<file path="config.mk">
export PLATFORM = sky130hd
export DESIGN_NAME = reliable_channel_sequencer
export DESIGN_NICKNAME = d
export VERILOG_FILES = /design/src/rtl/core/rcs_pkg.sv /design/src/rtl/core/rcs_front.sv /design/src/rtl/core/rcs_queue.sv /design/src/rtl/core/rcs_back.sv /design/src/rtl/core/reliable_channel_sequencer.sv
export SDC_FILE = /design/constraint.sdc
export NUM_CORES = 1
export LEC_CHECK = 0
export CORE_MARGIN = 2
export CORE_UTILIZATION = 60
export DETAILED_ROUTE_END_ITERATION = 8
export DONT_BUFFER_PORTS = 1
export GPL_TIMING_DRIVEN = 0
export HOLD_SLACK_MARGIN = 0.1
export PLACE_DENSITY_LB_ADDON = 0.15
export SYNTH_ARGS = -nofsm -noshare
export SYNTH_HDL_FRONTEND = slang
export SYNTH_SLANG_ARGS = --single-unit
</file>
<file path="constraint.sdc">
create_clock -name clk -period 8.8 [get_ports clk]
set_input_delay 0.88 -clock clk [delete_from_list [all_inputs] [get_ports clk]]
set_output_delay 0.88 -clock clk [all_outputs]
set_load 0.01 [all_outputs]
</file>
<file path="src/rtl/core/rcs_pkg.sv">
// Package for the reliable channel sequencer.
// Holds payload and command types, widths and reset constants; no dependencies.
package rcs_pkg;

    localparam int SEQ_W  = 31;
    localparam int WORD_W = 32;
    localparam int PING_W = 16;

    localparam int QUEUE_DEPTH_DEF = 4;

    localparam logic [PING_W-1:0] PING_INTERVAL_RST = 16'd1000;
    localparam logic [PING_W-1:0] PING_SAT          = 16'hFFFF;

    localparam logic KIND_TX = 1'b0;
    localparam logic KIND_RX = 1'b1;

    typedef struct packed {
        logic              kind;
        logic [WORD_W-1:0] now_ms;
        logic              message_pending;
        logic [WORD_W-1:0] rx_seq_word;
        logic [WORD_W-1:0] rx_ack_word;
    } in_item_t;

    typedef struct packed {
        logic [WORD_W-1:0] tx_seq_word;
        logic [WORD_W-1:0] tx_ack_word;
        logic              send_reliable;
        logic              take_message;
        logic              accepted;
        logic              new_reliable;
        logic [PING_W-1:0] ping_ms;
        logic [WORD_W-1:0] dropped_count;
        logic [WORD_W-1:0] good_count;
    } out_item_t;

    // Classified transaction as held in the command queue
    typedef struct packed {
        logic              kind;
        logic [WORD_W-1:0] now_ms;
        logic              pending;
        logic [SEQ_W-1:0]  seq;
        logic              rel_msg;
        logic [SEQ_W-1:0]  ack;
        logic              rel_ack;
    } cmd_t;

endpackage

</file>
<file path="src/rtl/core/rcs_front.sv">
// Front end of the reliable channel sequencer: classifies an input transaction.
// Splits the received header words into sequence and flag fields. Uses rcs_pkg.
module rcs_front (
    input  rcs_pkg::in_item_t item,
    output rcs_pkg::cmd_t     cmd
);
    import rcs_pkg::*;

    always_comb
    begin
        cmd.kind    = item.kind;
        cmd.now_ms  = item.now_ms;
        cmd.pending = (item.kind == KIND_TX) ? item.message_pending : 1'b0;
        cmd.seq     = item.rx_seq_word[SEQ_W-1:0];
        cmd.rel_msg = item.rx_seq_word[WORD_W-1];
        cmd.ack     = item.rx_ack_word[SEQ_W-1:0];
        cmd.rel_ack = item.rx_ack_word[WORD_W-1];
    end

endmodule

</file>
<file path="src/rtl/core/rcs_queue.sv">
// Command queue between front and back ends of the reliable channel sequencer.
// Register-array FIFO of rcs_pkg::cmd_t entries. Uses rcs_pkg.
module rcs_queue #(
    parameter int QUEUE_DEPTH = rcs_pkg::QUEUE_DEPTH_DEF
) (
    input  logic          clk,
    input  logic          rst_n,
    input  logic          push,
    input  rcs_pkg::cmd_t push_data,
    output logic          full,
    input  logic          pop,
    output logic          head_valid,
    output rcs_pkg::cmd_t head_data
);
    import rcs_pkg::*;

    localparam int PTR_W = $clog2(QUEUE_DEPTH);
    localparam int CNT_W = $clog2(QUEUE_DEPTH + 1);

    cmd_t             mem [QUEUE_DEPTH];
    logic [PTR_W-1:0] wr_ptr_reg, wr_ptr_next;
    logic [PTR_W-1:0] rd_ptr_reg, rd_ptr_next;
    logic [CNT_W-1:0] count_reg, count_next;

    function automatic logic [PTR_W-1:0] ptr_inc(input logic [PTR_W-1:0] p);
        ptr_inc = (p == PTR_W'(QUEUE_DEPTH - 1)) ? '0 : p + 1'b1;
    endfunction

    assign full       = (count_reg == CNT_W'(QUEUE_DEPTH));
    assign head_valid = (count_reg != '0);
    assign head_data  = mem[rd_ptr_reg];

    always_comb
    begin
        wr_ptr_next = push ? ptr_inc(wr_ptr_reg) : wr_ptr_reg;
        rd_ptr_next = pop  ? ptr_inc(rd_ptr_reg) : rd_ptr_reg;
        count_next  = count_reg;
        if (push && !pop)
        begin
            count_next = count_reg + 1'b1;
        end
        else if (pop && !push)
        begin
            count_next = count_reg - 1'b1;
        end
    end

    always_ff @(posedge clk)
    begin
        if (push)
        begin
            mem[wr_ptr_reg] <= push_data;
        end
    end

    always_ff @(posedge clk or negedge rst_n)
    begin
        if (!rst_n)
        begin
            wr_ptr_reg <= '0;
            rd_ptr_reg <= '0;
            count_reg  <= '0;
        end
        else
        begin
            wr_ptr_reg <= wr_ptr_next;
            rd_ptr_reg <= rd_ptr_next;
            count_reg  <= count_next;
        end
    end

endmodule

</file>
<file path="src/rtl/core/rcs_back.sv">
// Back end of the reliable channel sequencer: channel state, header build and
// output register. One queued command per cycle unless stalled. Uses rcs_pkg.
module rcs_back (
    input  logic               clk,
    input  logic               rst_n,
    input  logic               cfg_wr_en,
    input  logic [15:0]        cfg_wr_data,
    input  logic               cmd_valid,
    input  rcs_pkg::cmd_t      cmd,
    output logic               cmd_pop,
    output logic               out_valid,
    input  logic               out_stall,
    output rcs_pkg::out_item_t out_data
);
    import rcs_pkg::*;

    logic [PING_W-1:0] ping_interval_reg;

    logic [SEQ_W-1:0]  out_seq_reg,      out_seq_next;
    logic              rel_bit_reg,      rel_bit_next;
    logic [SEQ_W-1:0]  last_sent_reg,    last_sent_next;
    logic [SEQ_W-1:0]  in_seq_reg,       in_seq_next;
    logic [SEQ_W-1:0]  in_ack_reg,       in_ack_next;
    logic              in_rel_ack_reg,   in_rel_ack_next;
    logic              in_rel_bit_reg,   in_rel_bit_next;
    logic              busy_reg,         busy_next;
    logic              pong_wait_reg,    pong_wait_next;
    logic [SEQ_W-1:0]  pong_seq_reg,     pong_seq_next;
    logic [WORD_W-1:0] ping_sent_reg,    ping_sent_next;
    logic [PING_W-1:0] ping_val_reg,     ping_val_next;
    logic [WORD_W-1:0] drop_cnt_reg,     drop_cnt_next;
    logic [WORD_W-1:0] good_cnt_reg,     good_cnt_next;

    logic              out_valid_reg,    out_valid_next;
    out_item_t         out_data_reg;
    out_item_t         result;

    logic [WORD_W-1:0] elapsed;
    logic              resend;
    logic              slot_send;
    logic              send;
    logic              take;
    logic              stale;

    assign cmd_pop   = cmd_valid && (!out_valid_reg || !out_stall);
    assign out_valid = out_valid_reg;
    assign out_data  = out_data_reg;

    assign elapsed   = cmd.now_ms - ping_sent_reg;
    assign resend    = (in_ack_reg > last_sent_reg) && (in_rel_ack_reg != rel_bit_reg);
    assign slot_send = !busy_reg && (cmd.pending ||
                       ((elapsed >= {16'b0, ping_interval_reg}) && !pong_wait_reg));
    assign send      = resend || slot_send;
    assign take      = slot_send && cmd.pending;
    assign stale     = (cmd.seq <= in_seq_reg) && (cmd.seq != '0) && (in_seq_reg != '0);

    always_comb
    begin
        out_seq_next    = out_seq_reg;
        rel_bit_next    = rel_bit_reg;
        last_sent_next  = last_sent_reg;
        in_seq_next     = in_seq_reg;
        in_ack_next     = in_ack_reg;
        in_rel_ack_next = in_rel_ack_reg;
        in_rel_bit_next = in_rel_bit_reg;
        busy_next       = busy_reg;
        pong_wait_next  = pong_wait_reg;
        pong_seq_next   = pong_seq_reg;
        ping_sent_next  = ping_sent_reg;
        ping_val_next   = ping_val_reg;
        drop_cnt_next   = drop_cnt_reg;
        good_cnt_next   = good_cnt_reg;
        result          = '0;

        if (cmd.kind == KIND_TX)
        begin
            result.tx_seq_word   = {send, out_seq_reg};
            result.tx_ack_word   = {in_rel_bit_reg, in_seq_reg};
            result.send_reliable = send;
            result.take_message  = take;
            out_seq_next         = out_seq_reg + 1'b1;
            if (take)
            begin
                busy_next    = 1'b1;
                rel_bit_next = ~rel_bit_reg;
            end
            if (send)
            begin
                last_sent_next = out_seq_reg + 1'b1;
                if (!pong_wait_reg)
                begin
                    pong_wait_next = 1'b1;
                    pong_seq_next  = out_seq_reg;
                    ping_sent_next = cmd.now_ms;
                end
            end
        end
        else if (!stale)
        begin
            result.accepted     = 1'b1;
            result.new_reliable = cmd.rel_msg;
            if ({1'b0, cmd.seq} > ({1'b0, in_seq_reg} + 32'd1))
            begin
                drop_cnt_next = drop_cnt_reg + 1'b1;
            end
            if (cmd.rel_ack == rel_bit_reg)
            begin
                busy_next = 1'b0;
            end
            if (pong_wait_reg && (cmd.ack >= pong_seq_reg))
            begin
                pong_wait_next = 1'b0;
                ping_val_next  = (|elapsed[WORD_W-1:PING_W]) ? PING_SAT
                                                             : elapsed[PING_W-1:0];
            end
            in_seq_next     = cmd.seq;
            in_ack_next     = cmd.ack;
            in_rel_ack_next = cmd.rel_ack;
            in_rel_bit_next = in_rel_bit_reg ^ cmd.rel_msg;
            good_cnt_next   = good_cnt_reg + 1'b1;
        end

        result.ping_ms       = ping_val_next;
        result.dropped_count = drop_cnt_next;
        result.good_count    = good_cnt_next;

        out_valid_next = out_valid_reg && out_stall;
        if (cmd_pop)
        begin
            out_valid_next = 1'b1;
        end
    end

    always_ff @(posedge clk)
    begin
        if (cmd_pop)
        begin
            out_data_reg <= result;
        end
    end

    always_ff @(posedge clk or negedge rst_n)
    begin
        if (!rst_n)
        begin
            ping_interval_reg <= PING_INTERVAL_RST;
            out_seq_reg       <= '0;
            rel_bit_reg       <= 1'b0;
            last_sent_reg     <= '0;
            in_seq_reg        <= '0;
            in_ack_reg        <= '0;
            in_rel_ack_reg    <= 1'b0;
            in_rel_bit_reg    <= 1'b0;
            busy_reg          <= 1'b0;
            pong_wait_reg     <= 1'b0;
            pong_seq_reg      <= '0;
            ping_sent_reg     <= '0;
            ping_val_reg      <= '0;
            drop_cnt_reg      <= '0;
            good_cnt_reg      <= '0;
            out_valid_reg     <= 1'b0;
        end
        else
        begin
            if (cfg_wr_en)
            begin
                ping_interval_reg <= cfg_wr_data;
            end
            if (cmd_pop)
            begin
                out_seq_reg    <= out_seq_next;
                rel_bit_reg    <= rel_bit_next;
                last_sent_reg  <= last_sent_next;
                in_seq_reg     <= in_seq_next;
                in_ack_reg     <= in_ack_next;
                in_rel_ack_reg <= in_rel_ack_next;
                in_rel_bit_reg <= in_rel_bit_next;
                busy_reg       <= busy_next;
                pong_wait_reg  <= pong_wait_next;
                pong_seq_reg   <= pong_seq_next;
                ping_sent_reg  <= ping_sent_next;
                ping_val_reg   <= ping_val_next;
                drop_cnt_reg   <= drop_cnt_next;
                good_cnt_reg   <= good_cnt_next;
            end
            out_valid_reg <= out_valid_next;
        end
    end

endmodule

</file>
<file path="src/rtl/core/reliable_channel_sequencer.sv">
// Reliable channel sequencer top level: front end, command queue, back end.
// Accepted inputs enter the command queue, then the output register when popped.
// Throughput: one transaction per cycle while the output is not stalled; the back
// end updates channel state on each pop; the queue absorbs up to QUEUE_DEPTH transactions.
// Reset (rst_n, async): queue and output empty, all channel state zero,
// ping interval 1000 ms. Depends on rcs_pkg, rcs_front, rcs_queue, rcs_back.
module reliable_channel_sequencer #(
    parameter int QUEUE_DEPTH = rcs_pkg::QUEUE_DEPTH_DEF
) (
    input  logic               clk,
    input  logic               rst_n,
    input  logic               cfg_wr_en,
    input  logic [15:0]        cfg_wr_data,
    input  logic               in_valid,
    output logic               in_stall,
    input  rcs_pkg::in_item_t  in_data,
    output logic               out_valid,
    input  logic               out_stall,
    output rcs_pkg::out_item_t out_data
);
    import rcs_pkg::*;

    cmd_t front_cmd;
    cmd_t head_cmd;
    logic q_full;
    logic q_valid;
    logic q_pop;

    assign in_stall = q_full;

    rcs_front u_front (
        .item (in_data),
        .cmd  (front_cmd)
    );

    rcs_queue #(
        .QUEUE_DEPTH (QUEUE_DEPTH)
    ) u_queue (
        .clk        (clk),
        .rst_n      (rst_n),
        .push       (in_valid && !q_full),
        .push_data  (front_cmd),
        .full       (q_full),
        .pop        (q_pop),
        .head_valid (q_valid),
        .head_data  (head_cmd)
    );

    rcs_back u_back (
        .clk         (clk),
        .rst_n       (rst_n),
        .cfg_wr_en   (cfg_wr_en),
        .cfg_wr_data (cfg_wr_data),
        .cmd_valid   (q_valid),
        .cmd         (head_cmd),
        .cmd_pop     (q_pop),
        .out_valid   (out_valid),
        .out_stall   (out_stall),
        .out_data    (out_data)
    );

endmodule

</file>
==> impl_results.md, run 1 <==
* Final Instance Area at 44700 um^2
* Cell mode on critical path: buf_2
* Slew Viols, Final at 0
* Htree depth at 3
* CP Class: reg -> reg
* Unrepaired setup endpoints after global routing: no
* WL per Instance at 25.1 um
* Global route overflow at 0
* Dpl hpwl at 74400 um
* # resized after CTS at 0
* Largest net degree at the start of global routing at 291
* Port-buffer cells at 0
* Post-Route Setup TNS at 0 ps
* Status: completed
* Most common cell after layout, fill and taps aside: edfxtp_1
* TritonCTS Sinks at 835
* Critical R2R Launch: u_queue.rd_ptr_reg[1]
* Die Y at 264 um
* Area Overhead vs Synth at 10.5%
* Core area at 66900 um^2
* Number of synthesized flops with an enable pin at 539
* Pwr Density at 296 nW/um^2
* Worst Tran Pin Value at 1390 ps
* Die area at 69500 um^2
* TritonCTS clock tree: yes
* Root Driver: clkbuf_16
* Fin crit share at 88.4%
* Die W at 264 um
* Maximum vdd ir drop at 0.000212 V
* FF-to-FF path depth at 24
* Largest register FFs at 392
* Initial DRC Count at 2694
* Reg clk slew, reported paths at 60 ps
* Setup violators final at 0
* Vias in the first global route at 27051
* Initial core utilization at 60.5%
* Synth Flop Type: edfxtp_1
* Syn Area/Cell at 12.9 um^2
* Distinct cell type count after synthesis at 78
* FILL cells at 4775
* Synthesis warning total at 0
* Total chip power at 13.2 mW
* Critical-path cell list: buf_2, buf_2, buf_1, clkbuf_1, mux4_2, inv_1, ha_1, fa_1, nand2b_1, a21oi_1, o21ai_1, o21ai_0, xor2_1, ha_1, a21oi_1, nor2b_1, o21ai_0, a31oi_1, a21oi_1, nand4_2, buf_2, buf_2, nand4_1, o311ai_1
* Hold WC Path Type: in -> async
* Worst slack at placement at 1060 ps
* Largest stage delay, worst path at 680 ps
* Hold Violations, Final at 0
* Crit start category: flop
* Worst slew margin at 6.13%
* Leakage Power at 18.7 nW
* Router iterations before antenna repair at 6
* Crit. End Element: flop
* Post-synthesis cell count at 3131
* Crit-path max FO at 10
* Post-CTS setup buffer count at 0
* DRC at 0
* Clk Latency, worst-skew pair at 640 ps
* Sequential area share after synthesis at 58.3%
* Async S/R FF share, synth at 35.4%
* Mapped Area at 40500 um^2
* Via count at 26990
* Fmax at 129 MHz
* CP Data Required Time at 9270 ps
* Worst Slack Setup Final at 1020 ps
* Reg-to-reg endpoint: u_back.ping_sent_reg[0]
* Worst Clk Skew at 25.2 ps
* Worst reg2reg setup slack at 1020 ps
* First-pass GRT wire length at 160000 um
* Total GRT Usage at 30.0%
* Ports at 269
* Most frequent cells in the layout: edfxtp_1 (539), dfrtp_1 (290), nand2_1 (266)
* Syn nets at 3434
* # rows at 95
* Post-DR vias/cell at 6.47
* Maximum capacitance violations at 0
* Final WL at 105000 um
* Crit path max-delay cell type: buf_1
* Share of layout cells above drive strength 1 at 11.6%
* CTS Hold Bufs at 2
* CTS Buf Count at 85
* Final net count at 3532
* Clock Path Buffers at 3
* Post-synthesis register bit count at 835
* Number of nets with antenna violations after routing at 0
* Critical Path AT at 8250 ps
* Placement Cell Area at 41800 um^2
* Min cycle time layout at 7780 ps
* Placer congestion estimate at 0.908
* Antenna violations before repair at 4
* Hold Slack at 167 ps
## power by group
group / total [mW] / internal, mW / switching, mW
sequential: 5.36 / 5.01 / 0.352
combinational: 4.17 / 1.43 / 2.74
clock: 3.71 / 2.18 / 1.52
total: 13.2 / 8.62 / 4.62
## cell usage after synthesis, types with 69 or more instances
| master | number | area [um^2] |
|---|---|---|
| dfrtp_1 | 290 | 7260 |
| inv_1 | 165 | 619 |
| clkbuf_1 | 120 | 450 |
| nor2_1 | 115 | 432 |
| mux4_2 | 97 | 2180 |
| ha_1 | 182 | 2280 |
| o21ai_0 | 94 | 470 |
| xnor2_1 | 180 | 1580 |
| a21oi_1 | 71 | 355 |
| mux2_2 | 69 | 777 |
| edfxtp_1 | 539 | 16200 |
| nand2_1 | 266 | 998 |
| nand3_1 | 128 | 641 |
| nand4_1 | 134 | 838 |
## worst max-delay path, delay by kind of cell, from the launching register on
| family | cells | cell delay, ps |
|---|---|---|
| buffers and inverters | 7 | 2630 |
| AOI/OAI and AO/OA | 8 | 2020 |
| xor gates and xnor gates | 1 | 330 |
| adders and majority gates | 3 | 940 |
| and+or+nand+nor | 4 | 890 |
| DFF | 1 | 360 |
| muxes | 1 | 430 |
## through the flow
step | utilization [%] | instances
after floorplan | - | 3131
after global placement | 62.1 | 4004
after detailed placement | 62.4 | 4012
after CTS | 66.7 | 4172
after global routing | 66.8 | 4174
final | 66.8 | 4174
## cells by family after synthesis
| family | after synthesis | synth area share [%] |
|---|---|---|
| flops | 835 | 58.3 |
| simple gates | 885 | 11.1 |
| xor+xnor | 238 | 5.15 |
| fa+ha+maj | 184 | 5.73 |
| buf+inv | 348 | 3.47 |
| mux | 206 | 8.32 |
| compound gates | 435 | 7.88 |
## cell type report
type	count	area (um^2)	share of cell area [%]
sequential	835	23600	52.8
multi-input combinational	1948	15500	34.6
clock buffer	105	2260	5.06
tap	873	1090	2.44
buffer	183	788	1.76
inverter	165	619	1.39
clock inverter	53	587	1.31
timing repair buffer	11	285	0.638
antenna	1	2.50	0.00560
## per-layer routing
metal,vias up,global-route usage [%],routed length (um)
met1,13599,39.9,42000
li1,11920,-,-
met3,265,5.53,7640
met2,1206,48.6,50200
met5,-,0,0
met4,0,13.8,5000
## worst max-delay path by stage
| stage | start | to |
|---|---|---|
| 2_1_floorplan | out_stall | u_back.out_seq_reg[18] |
| 5_1_grt | u_queue.rd_ptr_reg[0] | u_back.pong_seq_reg[25] |
| 4_1_cts | u_queue.rd_ptr_reg[0] | u_back.ping_sent_reg[0] |
| 3_3_place_gp | out_stall | u_back.out_seq_reg[20] |
| 3_5_place_dp | u_queue.rd_ptr_reg[0] | u_back.ping_sent_reg[0] |
| 6_report | u_queue.rd_ptr_reg[1] | u_back.ping_sent_reg[0] |
No activity file was read; power rests on OpenSTA's default activity.
==> run 2, diff against run 1 <==
MAX_ROUTING_LAYER = met4   (was default)
==> run 2 against run 1 <==
Critical path depth did not move. Core utilization grew 0.071 points. First-iteration DRC count down 4.7%. Sequential share of layout area shrank 0.056 points. Critical endpoint is now u_back.pong_seq_reg[25]. Largest cell class unchanged. Largest power group unchanged.
==> impl_results.md, run 2 (same netlist as run 1, synthesis figures left out) <==
* Status: completed
* Worst Clk Skew at 25.4 ps (+0.187 ps)
* Dpl hpwl at 75400 um (+1.4%)
* Most frequent cells in the layout: edfxtp_1 (539), dfrtp_1 (290), nand2_1 (266)
* FF-to-FF path depth at 24 (unchanged)
* # rows at 95 (unchanged)
* TritonCTS Sinks at 835 (unchanged)
* Die area at 69500 um^2 (unchanged)
* Ports at 269 (unchanged)
* Leakage Power at 18.7 nW (about the same)
* Worst Setup SP: u_queue.rd_ptr_reg[1]
* Number of nets with antenna violations after routing at 0 (unchanged)
* Worst Tran Pin Value at 1290 ps (-99.8 ps)
* CP Data Required Time at 9280 ps (about the same)
* Maximum capacitance violations at 0 (unchanged)
* FILL cells at 4843 (+1.4%)
* # resized after CTS at 0 (unchanged)
* DRC at 0 (unchanged)
* Fmax at 128 MHz (-0.43%)
* Largest net degree at the start of global routing at 291 (unchanged)
* Final net count at 3538 (+0.17%)
* Min cycle time layout at 7810 ps (+33.3 ps)
* Crit start category: flop
* Placer congestion estimate at 0.926 (+2.0%)
* Post-CTS setup buffer count at 0 (unchanged)
* CTS Buf Count at 88 (+3.5%)
* Initial DRC Count at 2567 (-4.7%)
* Global route overflow at 0 (unchanged)
* Area Overhead vs Synth at 10.6%
* Pwr Density at 295 nW/um^2 (-0.56%)
* Worst slack at placement at 1060 ps (+1.55 ps)
* Reg clk slew, reported paths at 60 ps (about the same)
* Maximum vdd ir drop at 0.000304 V (+43%)
* Unrepaired setup endpoints after global routing: no
* Total GRT Usage at 31.6% (+1.6 points)
* Total chip power at 13.2 mW (-0.46%)
* WL per Instance at 25.4 um (+0.96%)
* Setup violators final at 0 (unchanged)
* Largest register FFs at 392 (unchanged)
* Fin crit share at 88.8% (+0.38 points)
* Reg-to-reg endpoint: u_back.pong_seq_reg[25]
* Vias in the first global route at 26939 (-0.41%)
* Clk Latency, worst-skew pair at 650 ps (about the same)
* Hold WC Path Type: in -> reg
* Most common cell after layout, fill and taps aside: edfxtp_1
* Htree depth at 3 (unchanged)
* Antenna violations before repair at 3 (-1)
* TritonCTS clock tree: yes
* Critical R2R Launch: u_queue.rd_ptr_reg[1]
* Crit path capture: u_back.pong_seq_reg[25]
* Share of layout cells above drive strength 1 at 11.8% (+0.18 points)
* CP Class: reg -> reg
* CTS Hold Bufs at 2 (unchanged)
* Clock Path Buffers at 3 (unchanged)
* Critical Path AT at 8290 ps (+40 ps)
* Root Driver: clkbuf_16
* Die Y at 264 um (unchanged)
* Die W at 264 um (unchanged)
* Via count at 26783 (-0.77%)
* Initial core utilization at 60.5% (unchanged)
* Worst slew margin at 12.9% (+6.7 points)
* First-pass GRT wire length at 163000 um (+1.9%)
* Crit. End Element: flop
* Core area at 66900 um^2 (unchanged)
* Final WL at 106000 um (+1.2%)
* Worst Slack Setup Final at 986 ps (-33.3 ps)
* Slew Viols, Final at 0 (unchanged)
* Port-buffer cells at 0 (unchanged)
* Crit-path max FO at 10 (unchanged)
* Hold Violations, Final at 0 (unchanged)
* Post-DR vias/cell at 6.40 (-0.98%)
* Worst reg2reg setup slack at 990 ps (-30 ps)
* Router iterations before antenna repair at 5 (-1)
run 2: cell types whose count changed in the layout (fill, tap and decap cells not counted), sizes merged:
cell         before  now
bufinv           12    6
clkinv           33   38
clkbuf          225  228
buf              73   75
clkinvlp          4    6
inv             169  171
dlygate4sd3       1    2
run 2: report_power, final:
part / internal, mW / switching (mW)
logic: 1.44 / 2.73
clock network: 2.07 / 1.57
registers: 5.01 / 0.356
total: 8.52 / 4.66
run 2: per-stage QoR:
| step | utilization [%] | hold slack [ps] | setup TNS [ps] | cells | cell area (um^2) |
|---|---|---|---|---|---|
| 3_3_place_gp | 62.1 | 459 | -36680 | 4004 | 41500 |
| 6_report | 66.9 | 325 | 0 | 4183 | 44700 |
| 2_1_floorplan | - | 437 | 0 | 3131 | 40500 |
| 4_1_cts | 66.8 | 291 | 0 | 4179 | 44700 |
| 5_1_grt | 66.9 | 298 | 0 | 4183 | 44700 |
| 3_5_place_dp | 62.5 | 458 | 0 | 4013 | 41800 |
run 2: routing by layer:
layer	global-route usage, %	vias to the layer above	wire, um
met1	41.4	13486	43600
met5	-	-	0
met4	10.7	0	3870
met3	5.01	216	7140
met2	50.8	1141	51500
li1	-	11940	-
run 2: layout make-up:
class	count	area (um^2)	share of cell area [%]
Multi-Input combinational cell	1948	15500	34.6
Buffer	183	788	1.76
Inverter	165	619	1.38
Antenna cell	1	2.50	0.00559
Timing Repair Buffer	14	350	0.783
Clock inverter	56	504	1.13
Sequential cell	835	23600	52.7
Tap cell	873	1090	2.44
Clock buffer	108	2330	5.20
run 2: critical path: stages (launching register included):
cell and delay (ps):
dfrtp_1 370, buf_2 330, buf_2 410, buf_1 670, clkbuf_1 570, mux4_2 430, inv_1 70, ha_1 220
fa_1 420, nand2b_1 180, a21oi_1 340, o21ai_1 250, o21ai_0 370, xor2_1 330, ha_1 310, a21oi_1 150
nor2b_1 60, o21ai_0 160, a31oi_1 100, a21oi_1 530, nand4_2 500, buf_2 350, buf_2 230, nand4_1 140
o311ai_1 130
run 2: worst min-delay path by stage:
stage                     startpoint                     to  slack [ps]  cells after the start
2_1_floorplan  u_back.in_rel_bit_reg  u_back.in_rel_bit_reg         440                      1
3_3_place_gp   u_back.in_rel_bit_reg  u_back.in_rel_bit_reg         460                      1
3_5_place_dp   u_back.in_rel_bit_reg  u_back.in_rel_bit_reg         460                      1
4_1_cts                  in_data[35]     u_queue.mem[0][36]         290                      0
5_1_grt                  in_data[51]     u_queue.mem[1][52]         300                      0
6_report                 in_data[35]     u_queue.mem[2][36]         330                      0
